**src/hdl/sfd_pkg.sv**
```systemverilog
`timescale 1ns / 1ps
// ----------------------------------------------------------------------------
// sfd_pkg
// shared types and constants of the short frame decoder
// ----------------------------------------------------------------------------
package sfd_pkg;

   localparam int unsigned MAX_PAYLOAD_DEFAULT = 64;

   localparam logic [7:0] START_CODE       = 8'h10;
   localparam logic [7:0] END_CODE         = 8'h16;
   localparam logic [7:0] DEVICE_MAX       = 8'd99;
   localparam logic [7:0] DEVICE_BROADCAST = 8'd255;

   localparam int unsigned COUNT_OUT_W = 7;
   localparam int unsigned RSP_DATA_W  = 40;

   typedef enum logic [3:0] {
      PH_START   = 4'b0001,
      PH_DEVICE  = 4'b0010,
      PH_REQUEST = 4'b0100,
      PH_BODY    = 4'b1000
   } phase_type;

   typedef enum logic [2:0] {
      V_OK     = 3'd0,
      V_START  = 3'd1,
      V_DEVICE = 3'd2,
      V_TRUNC  = 3'd3,
      V_CSUM   = 3'd4,
      V_END    = 3'd5,
      V_LONG   = 3'd6
   } verdict_type;

   typedef enum logic {
      KIND_PAYLOAD = 1'b0,
      KIND_VERDICT = 1'b1
   } kind_type;

   typedef struct packed {
      kind_type                 kind;
      logic [7:0]               payload_byte;
      logic [7:0]               device_number;
      logic [7:0]               request_code;
      logic [COUNT_OUT_W-1:0]   payload_count;
      verdict_type              verdict;
   } result_type;

endpackage

```
**src/hdl/short_frame_decoder_core.sv**
```systemverilog
`timescale 1ns / 1ps
// ----------------------------------------------------------------------------
// short_frame_decoder_core
// decodes short frames byte by byte into payload and verdict results
// ----------------------------------------------------------------------------
//  channel | dir | handshake             | contents
//  req     | in  | req_tvalid/req_tready | tdata rx_byte, tlast frame_last
//  rsp     | out | rsp_tvalid/rsp_tready | tuser kind, tdata result fields
//
//  one byte per cycle while req_tready is high: each transaction updates the frame state
//  a payload result appears one byte late, the verdict with the last byte
//  results sit in an output register backed by a one-entry skid stage,
//  req_tready drops only while both hold a result
//  reset is synchronous and returns the frame state to waiting for a start
// ----------------------------------------------------------------------------
module short_frame_decoder_core #(
   parameter int unsigned MAX_PAYLOAD = sfd_pkg::MAX_PAYLOAD_DEFAULT
) (
   input  logic                             clock,
   input  logic                             reset,
   // input byte stream
   input  logic                             req_tvalid,
   output logic                             req_tready,
   input  logic [7:0]                       req_tdata,   // [7:0] rx_byte
   input  logic                             req_tlast,   // frame_last
   // result stream
   output logic                             rsp_tvalid,
   input  logic                             rsp_tready,
   // [7:0] payload_byte, [15:8] device_number, [23:16] request_code,
   // [30:24] payload_count, [33:31] verdict, [39:34] zero
   output logic [sfd_pkg::RSP_DATA_W-1:0]   rsp_tdata,
   output logic                             rsp_tuser    // kind
);
   import sfd_pkg::*;

   logic       req_fire;
   logic       res_valid;
   result_type res_data;
   result_type out_data;

   // byte accepted into the frame state this cycle
   assign req_fire = req_tvalid && req_tready;

   sfd_frame_fsm #(
      .MAX_PAYLOAD (MAX_PAYLOAD)
   ) u_fsm (
      .clock      (clock),
      .reset      (reset),
      .in_fire    (req_fire),
      .rx_byte    (req_tdata),
      .frame_last (req_tlast),
      .res_valid  (res_valid),
      .res_data   (res_data)
   );

   sfd_out_buffer u_out (
      .clock     (clock),
      .reset     (reset),
      .push      (res_valid),
      .push_data (res_data),
      .in_ready  (req_tready),
      .out_valid (rsp_tvalid),
      .out_ready (rsp_tready),
      .out_data  (out_data)
   );

   // pack result fields, first field in the low bits
   assign rsp_tuser = out_data.kind;
   assign rsp_tdata = {6'b0, out_data.verdict, out_data.payload_count,
                       out_data.request_code, out_data.device_number,
                       out_data.payload_byte};

endmodule

```
**src/hdl/sfd_frame_fsm.sv**
```systemverilog
`timescale 1ns / 1ps
// ----------------------------------------------------------------------------
// sfd_frame_fsm
// per-byte frame state update and result generation
// ----------------------------------------------------------------------------
module sfd_frame_fsm #(
   parameter int unsigned MAX_PAYLOAD = sfd_pkg::MAX_PAYLOAD_DEFAULT
) (
   input  logic               clock,
   input  logic               reset,
   input  logic               in_fire,
   input  logic [7:0]         rx_byte,
   input  logic               frame_last,
   output logic               res_valid,
   output sfd_pkg::result_type res_data
);
   import sfd_pkg::*;

   localparam int unsigned CNT_W = $clog2(MAX_PAYLOAD + 1);
   localparam logic [CNT_W-1:0] CNT_LIMIT = CNT_W'(MAX_PAYLOAD);

   phase_type        phase_ff, phase_in;
   logic [7:0]       sum_ff, sum_in;
   logic [7:0]       held_ff, held_in;
   logic             held_valid_ff, held_valid_in;
   logic [CNT_W-1:0] count_ff, count_in;
   logic [7:0]       device_ff, device_in;
   logic [7:0]       request_ff, request_in;
   verdict_type      error_ff, error_in;

   logic [7:0]       expect_sum;
   logic             device_bad;

   assign expect_sum = ~sum_ff;
   assign device_bad = (rx_byte != DEVICE_BROADCAST) && (rx_byte > DEVICE_MAX);

   always_comb begin
      phase_in      = phase_ff;
      sum_in        = sum_ff;
      held_in       = held_ff;
      held_valid_in = held_valid_ff;
      count_in      = count_ff;
      device_in     = device_ff;
      request_in    = request_ff;
      error_in      = error_ff;
      res_valid     = 1'b0;
      res_data      = '0;

      if (in_fire) begin
         case (phase_ff)
            PH_START: begin
               if (rx_byte != START_CODE && error_in == V_OK) error_in = V_START;
               phase_in = PH_DEVICE;
               if (frame_last && error_in == V_OK) error_in = V_TRUNC;
            end
            PH_DEVICE: begin
               device_in = rx_byte;
               sum_in    = rx_byte;
               if (device_bad && error_in == V_OK) error_in = V_DEVICE;
               phase_in = PH_REQUEST;
               if (frame_last && error_in == V_OK) error_in = V_TRUNC;
            end
            PH_REQUEST: begin
               request_in = rx_byte;
               sum_in     = sum_ff + rx_byte;
               phase_in   = PH_BODY;
               if (frame_last && error_in == V_OK) error_in = V_TRUNC;
            end
            PH_BODY: begin
               if (frame_last) begin
                  // held byte, if any, is the checksum and this byte the end
                  if (held_valid_ff) begin
                     if (held_ff != expect_sum) begin
                        if (error_in == V_OK) error_in = V_CSUM;
                     end else if (rx_byte != END_CODE) begin
                        if (error_in == V_OK) error_in = V_END;
                     end
                  end else begin
                     if (error_in == V_OK) begin
                        error_in = (rx_byte != expect_sum) ? V_CSUM : V_TRUNC;
                     end
                  end
               end else begin
                  if (held_valid_ff && error_ff == V_OK) begin
                     if (count_ff >= CNT_LIMIT) begin
                        error_in = V_LONG;
                     end else begin
                        // previous byte cannot be the checksum: confirm it
                        sum_in                 = sum_ff + held_ff;
                        count_in               = count_ff + 1'b1;
                        res_valid              = 1'b1;
                        res_data.kind          = KIND_PAYLOAD;
                        res_data.payload_byte  = held_ff;
                     end
                  end
                  held_in       = rx_byte;
                  held_valid_in = 1'b1;
               end
            end
            default: begin
               phase_in = PH_START;
            end
         endcase

         if (frame_last) begin
            res_valid              = 1'b1;
            res_data.kind          = KIND_VERDICT;
            res_data.payload_byte  = '0;
            res_data.device_number = device_in;
            res_data.request_code  = request_in;
            res_data.payload_count = COUNT_OUT_W'(count_in);
            res_data.verdict       = error_in;
            phase_in      = PH_START;
            sum_in        = '0;
            held_in       = '0;
            held_valid_in = 1'b0;
            count_in      = '0;
            device_in     = '0;
            request_in    = '0;
            error_in      = V_OK;
         end
      end
   end

   always_ff @(posedge clock) begin
      if (reset) begin
         phase_ff      <= PH_START;
         sum_ff        <= '0;
         held_ff       <= '0;
         held_valid_ff <= 1'b0;
         count_ff      <= '0;
         device_ff     <= '0;
         request_ff    <= '0;
         error_ff      <= V_OK;
      end else begin
         phase_ff      <= phase_in;
         sum_ff        <= sum_in;
         held_ff       <= held_in;
         held_valid_ff <= held_valid_in;
         count_ff      <= count_in;
         device_ff     <= device_in;
         request_ff    <= request_in;
         error_ff      <= error_in;
      end
   end

endmodule

```
**src/hdl/sfd_out_buffer.sv**
```systemverilog
`timescale 1ns / 1ps
// ----------------------------------------------------------------------------
// sfd_out_buffer
// result register with a skid stage behind it
// ----------------------------------------------------------------------------
module sfd_out_buffer (
   input  logic                clock,
   input  logic                reset,
   input  logic                push,
   input  sfd_pkg::result_type push_data,
   output logic                in_ready,
   output logic                out_valid,
   input  logic                out_ready,
   output sfd_pkg::result_type out_data
);
   import sfd_pkg::*;

   logic       out_valid_ff, out_valid_in;
   result_type out_data_ff, out_data_in;
   logic       skid_valid_ff, skid_valid_in;
   result_type skid_data_ff, skid_data_in;
   logic       out_take;

   assign out_take  = out_valid_ff && out_ready;
   assign in_ready  = !skid_valid_ff;
   assign out_valid = out_valid_ff;
   assign out_data  = out_data_ff;

   always_comb begin
      out_valid_in  = out_valid_ff;
      out_data_in   = out_data_ff;
      skid_valid_in = skid_valid_ff;
      skid_data_in  = skid_data_ff;
      if (skid_valid_ff) begin
         // no push can happen while the skid stage is full
         if (out_take) begin
            out_data_in   = skid_data_ff;
            skid_valid_in = 1'b0;
         end
      end else if (!out_valid_ff || out_take) begin
         out_valid_in = push;
         out_data_in  = push_data;
      end else if (push) begin
         skid_valid_in = 1'b1;
         skid_data_in  = push_data;
      end
   end

   always_ff @(posedge clock) begin
      if (reset) begin
         out_valid_ff  <= 1'b0;
         skid_valid_ff <= 1'b0;
      end else begin
         out_valid_ff  <= out_valid_in;
         skid_valid_ff <= skid_valid_in;
      end
      out_data_ff  <= out_data_in;
      skid_data_ff <= skid_data_in;
   end

endmodule

```
**config.mk**
```make
export PLATFORM = sky130hd
export DESIGN_NAME = short_frame_decoder_core
export DESIGN_NICKNAME = d
export VERILOG_FILES = /design/src/hdl/sfd_pkg.sv /design/src/hdl/short_frame_decoder_core.sv /design/src/hdl/sfd_frame_fsm.sv /design/src/hdl/sfd_out_buffer.sv
export SDC_FILE = /design/constraint.sdc
export NUM_CORES = 1
export LEC_CHECK = 0
export ABC_AREA = 1
export BUFFER_PORTS_ARGS = -buffer_cell sky130_fd_sc_hd__buf_2
export CAP_MARGIN = 40
export CORE_UTILIZATION = 55
export CTS_BUF_LIST = sky130_fd_sc_hd__clkbuf_8
export DETAILED_ROUTE_END_ITERATION = 12
export PLACE_DENSITY = 0.78
export REMOVE_ABC_BUFFERS = 1
export SLEW_MARGIN = 5
export SYNTH_ARGS = -nofsm -noshare
export SYNTH_HDL_FRONTEND = slang
export SYNTH_SLANG_ARGS = --single-unit
```
**constraint.sdc**
```tcl
create_clock -name clock -period 3.5 [get_ports clock]
set_input_delay 0.175 -clock clock [delete_from_list [all_inputs] [get_ports clock]]
set_output_delay 0.175 -clock clock [all_outputs]
set_load 0.02 [all_outputs]
```
==> impl_summary.md <==
CTS
The maximum buffer depth of the clock tree is 2. After clock tree synthesis, the clock-pin slew on the worst setup and hold paths is approximately 60 ps. TritonCTS built the clock tree. Clock tree synthesis found a total of about 120 sinks. The post-cts hold buffer count is 0. In this run the post-CTS setup repair buffer count came out at 0. After clock tree synthesis, the repair step resized 0 gates.

In this run the number of H-tree levels came out at 4. The total clock buffers created by CTS is 17. The insertion delay of the later-clocked pin in the worst-skew pair is 440 ps. The root buffer cell is sky130_fd_sc_hd__clkbuf_8.

Timing
The final number of setup-violating endpoints is 0. The number of hold-slack violations in the final timing report is 0. The final number of max-transition violations is 0. The worst path in the final design needs a cycle of 2730 ps, including I/O delays and setup. The worst pin sits at a relative slew slack of 46.5%.

The final cycle utilization of the critical path is 78.0%. On the final layout, the worst hold slack is slightly below 80 ps. Setup repair after global routing left no endpoint under its margin. The achievable frequency is 366 MHz. The post-route clock skew is between 10 and 15 ps.

The slew at the pin closest to its max-slew limit is 800 ps.

Worst hold path
The startpoint identified for the worst hold timing path is req_tdata[0]. The kind of path behind the tightest hold check is primary input to flip-flop.

Logic synthesis
Counting flops and latches in the post-synthesis netlist gives approximately 120. The post-synthesis sequential area ratio is 52.8%. The most used flip-flop cell after synthesis is sky130_fd_sc_hd__edfxtp_1. For this run, the number of Yosys warnings is 0. Summed over all instances, the cell type with the most area after synthesis is sky130_fd_sc_hd__edfxtp_1. The number of standard cells after synthesis is 695. The number of enable-type register cells in the synthesized netlist is 70. The summed instance area of the synthesized netlist is 0.00584 sq mm. Averaged over all synthesized cells, the footprint is 8.41 sq um. Of all flip-flops after synthesis, the portion carrying an async set or reset was 0%. The proportion of netlist area held by the largest area contributor is 36.0%. The number of distinct library cells after synthesis is 39. After synthesis, the cell types taking the most area are sky130_fd_sc_hd__edfxtp_1 (36%), sky130_fd_sc_hd__dfxtp_1 (17%), sky130_fd_sc_hd__nand2_1 (11%).

Global route
The via count of the first global-routing pass is 4453. The total overflow left after global routing is 0. For this run, the total global-route usage over all layers was measured as 25.3%. The first global-routing pass estimated around 22000 um of wire.

The initial antenna violation count came to 0. Entering global routing, the biggest net connects 50 pins.

Floorplanning
The die span in y is 105 um. From left edge to right edge, the die measures 105 um. For this configuration, the core starts out at a cell density of between 50% and 60%. The standard-cell row count is 37.

The number of top-level pins is 56. The die footprint is 0.0110 sq mm. The placeable core area is 0.0103 sq mm.

Routing
Dividing the detail-routed via count by the number of cells gives between 5 and 6. The detailed router's first-iteration violation count is approximately 400. The average wire length per cell after detail routing is 14.6 um. The remaining antenna violation count after routing is 0.

The first TritonRoute pass finished after 5 iterations. The number of DRC violations after detailed routing is 0. The final layout contains routed wiring with a total length of 12900 um. Detailed routing inserted a total of 4734 vias.

Setup path
Walking the worst path, the cells encountered are nor2_4 > nand2_4 > o21ai_0 > ha_1 > inv_1 > fa_1 > o21ai_0 > nand2_1 > nand2_1 > a21oi_1 > xor2_1 > a21oi_1 > nor2_1 > nor2_1. STA classifies the critical path endpoint as a flip-flop. The highest net fanout along the worst path is 25. In this run the critical register-to-register path is launched from u_fsm.phase_ff[0]. On the critical path, the stage with the largest delay is an instance of sky130_fd_sc_hd__fa_1. The worst path required time is 3800 ps. The critical path is of the flip-flop to flip-flop type. Grouping stages by cell kind, the critical path spends the most delay in simple AND/OR/NAND/NOR gates. For this run, the slowest stage of the critical path takes ~430 ps. STA classifies the critical path startpoint as a flip-flop. The sum of buffers and inverters on the critical path is 1. The first element of the critical path is u_fsm.phase_ff[0]. Data on the critical path arrives at its endpoint at 3030 ps.

Final layout
The final antenna diode count is 0. The cell area after layout is 0.00657 sq mm. The layout overhead on the synthesized area is 12.4%. The end-of-flow core utilization is 63.6%. After the last flow step, the layout net total stands at 759.

The post-route netlist has 14.7% of its cells at a drive strength greater than 1.

Place
The cell area after placement is 0.00617 sq mm. The port buffer count is 49. The last weighted congestion value of the routability-driven placer is 0.885.

The HPWL after detailed placement is 8870 um.

Pwr
Across the VDD grid, the largest voltage drop is 0.212 mV. In this run the static leakage power is 0.00273 uW. For this design the ratio of total power to cell area is between 400 and 500 mW/mm^2.

Flow run
The tool flagged a number of max-cap violations equal to 0.

Status
The flow ran to the end, and the final reports show no timing, DRC or antenna violations.
==> worst paths after layout <==
check	end	slack [ps]	cells past startpoint
setup / recovery	u_fsm.sum_ff[6]	770	14
hold / removal	u_fsm.held_ff[0]	80	3
setup reg to reg	u_fsm.sum_ff[6]	770	14
hold reg to reg	u_fsm.error_ff[0]	480	2
==> cell type report <==
cell class,count,area [sq um]
clock buffers,19,262
inverters,80,302
repair buffers,54,303
flip-flops and latches,119,3080
well taps,136,170
fillers,903,3760
multi-input cells,464,2310
clock inverters,13,139
==> cell usage after synthesis, types with 3 or more instances <==
| master | count |
|---|---|
| sky130_fd_sc_hd__o22ai_1 | 9 |
| sky130_fd_sc_hd__nor2_2 | 5 |
| sky130_fd_sc_hd__nor3_1 | 7 |
| sky130_fd_sc_hd__nand4_1 | 8 |
| sky130_fd_sc_hd__buf_2 | 6 |
| sky130_fd_sc_hd__ha_1 | 9 |
| sky130_fd_sc_hd__nor2_1 | 75 |
| sky130_fd_sc_hd__nand3_1 | 11 |
| sky130_fd_sc_hd__buf_4 | 9 |
| sky130_fd_sc_hd__xor2_1 | 11 |
| sky130_fd_sc_hd__clkbuf_2 | 3 |
| sky130_fd_sc_hd__a21oi_1 | 42 |
| sky130_fd_sc_hd__a22oi_1 | 3 |
| sky130_fd_sc_hd__dfxtp_1 | 49 |
| sky130_fd_sc_hd__inv_2 | 7 |
| sky130_fd_sc_hd__o21ai_0 | 78 |
| sky130_fd_sc_hd__nand2_1 | 170 |
| sky130_fd_sc_hd__clkbuf_1 | 18 |
| sky130_fd_sc_hd__o21ai_1 | 4 |
| sky130_fd_sc_hd__xnor2_1 | 4 |
| sky130_fd_sc_hd__inv_1 | 71 |
| sky130_fd_sc_hd__nor2_4 | 6 |
| sky130_fd_sc_hd__edfxtp_1 | 70 |
==> per-layer routing <==
layer	track usage, %	part of all wire [%]	vias to the layer above
met5	0	0	-
met4	12.0	2.2	0
met3	4.68	5.3	23
met2	40.7	47	150
met1	33.1	45	2217
li1	-	-	2344
==> cell families after synthesis <==
kind of cell               count (synthesis)  synth area share, %
buffers and inverters                    117                 8.31
adders and majority gates                 10                 2.27
AOI/OAI and AO/OA                        144                 13.1
and+or+nand+nor                          289                 21.2
DFF                                      119                 52.8
xor gates and xnor gates                  15                 2.25
other                                      1               0.0642
==> cell usage in the layout, fill, tap and decap left out, types with 2 or more instances in the layout <==
cell type                      n
sky130_fd_sc_hd__a22oi_1       3
sky130_fd_sc_hd__nand2_4       2
sky130_fd_sc_hd__nand2_1     170
sky130_fd_sc_hd__a31oi_1       2
sky130_fd_sc_hd__nor2_4        6
sky130_fd_sc_hd__clkbuf_8     19
sky130_fd_sc_hd__inv_2         7
sky130_fd_sc_hd__inv_1        74
sky130_fd_sc_hd__nor3_2        2
sky130_fd_sc_hd__xor2_1       11
sky130_fd_sc_hd__nand2_2       2
sky130_fd_sc_hd__dfxtp_1      49
sky130_fd_sc_hd__nor2_2        5
sky130_fd_sc_hd__o22ai_1       9
sky130_fd_sc_hd__ha_1          9
sky130_fd_sc_hd__nand4_1       8
sky130_fd_sc_hd__o21ai_0      78
sky130_fd_sc_hd__bufinv_16     3
sky130_fd_sc_hd__buf_2        49
sky130_fd_sc_hd__o211ai_1      2
sky130_fd_sc_hd__clkinv_1      3
sky130_fd_sc_hd__nor2_1       75
sky130_fd_sc_hd__nor3_1        6
sky130_fd_sc_hd__clkinvlp_4    2
sky130_fd_sc_hd__conb_1        6
sky130_fd_sc_hd__xnor2_1       4
sky130_fd_sc_hd__a21oi_1      41
sky130_fd_sc_hd__clkinv_2      4
sky130_fd_sc_hd__buf_4         4
sky130_fd_sc_hd__o21ai_1       4
sky130_fd_sc_hd__edfxtp_1     70
sky130_fd_sc_hd__nand3_1      11
==> state kept, by name, indices dropped and copies added, names as in the netlist, 3 cells and up <==
| register | count |
|---|---|
| u_out.out_data | 35 |
| u_fsm.count_ff | 7 |
| u_fsm.sum_ff | 8 |
| u_fsm.held_ff | 8 |
| u_out.skid_data_ff | 35 |
| u_fsm.device_ff | 8 |
| u_fsm.error_ff | 3 |
| u_fsm.request_ff | 8 |
| u_fsm.phase_ff | 4 |
==> per-stage QoR <==
stage | setup TNS, ps | power, uW | setup WS [ps] | instances
floorplan | -28750 | 1670 | -821 | 663
global placement | 0 | 1750 | 864 | 852
detailed placement | 0 | 1760 | 794 | 853
CTS | 0 | 3000 | 781 | 885
global route | 0 | 3080 | 488 | 885
finish | 0 | 2980 | 771 | 885
==> report_power, final <==
group | switching, uW | total [uW] | leakage (uW) | internal, uW
sequential | 11.8 | 1510 | 0.00117 | 1500
combinational | 157 | 219 | 0.00134 | 61.3
clock | 530 | 1250 | 0.000210 | 724
total | 699 | 2980 | 0.00273 | 2280
==> tightest hold or removal path, cell delays in order <==
cell	delay, ps
sky130_fd_sc_hd__buf_2	140
sky130_fd_sc_hd__nand2_1	70
sky130_fd_sc_hd__a21oi_1	70
No activity file was read; power rests on OpenSTA's default activity.
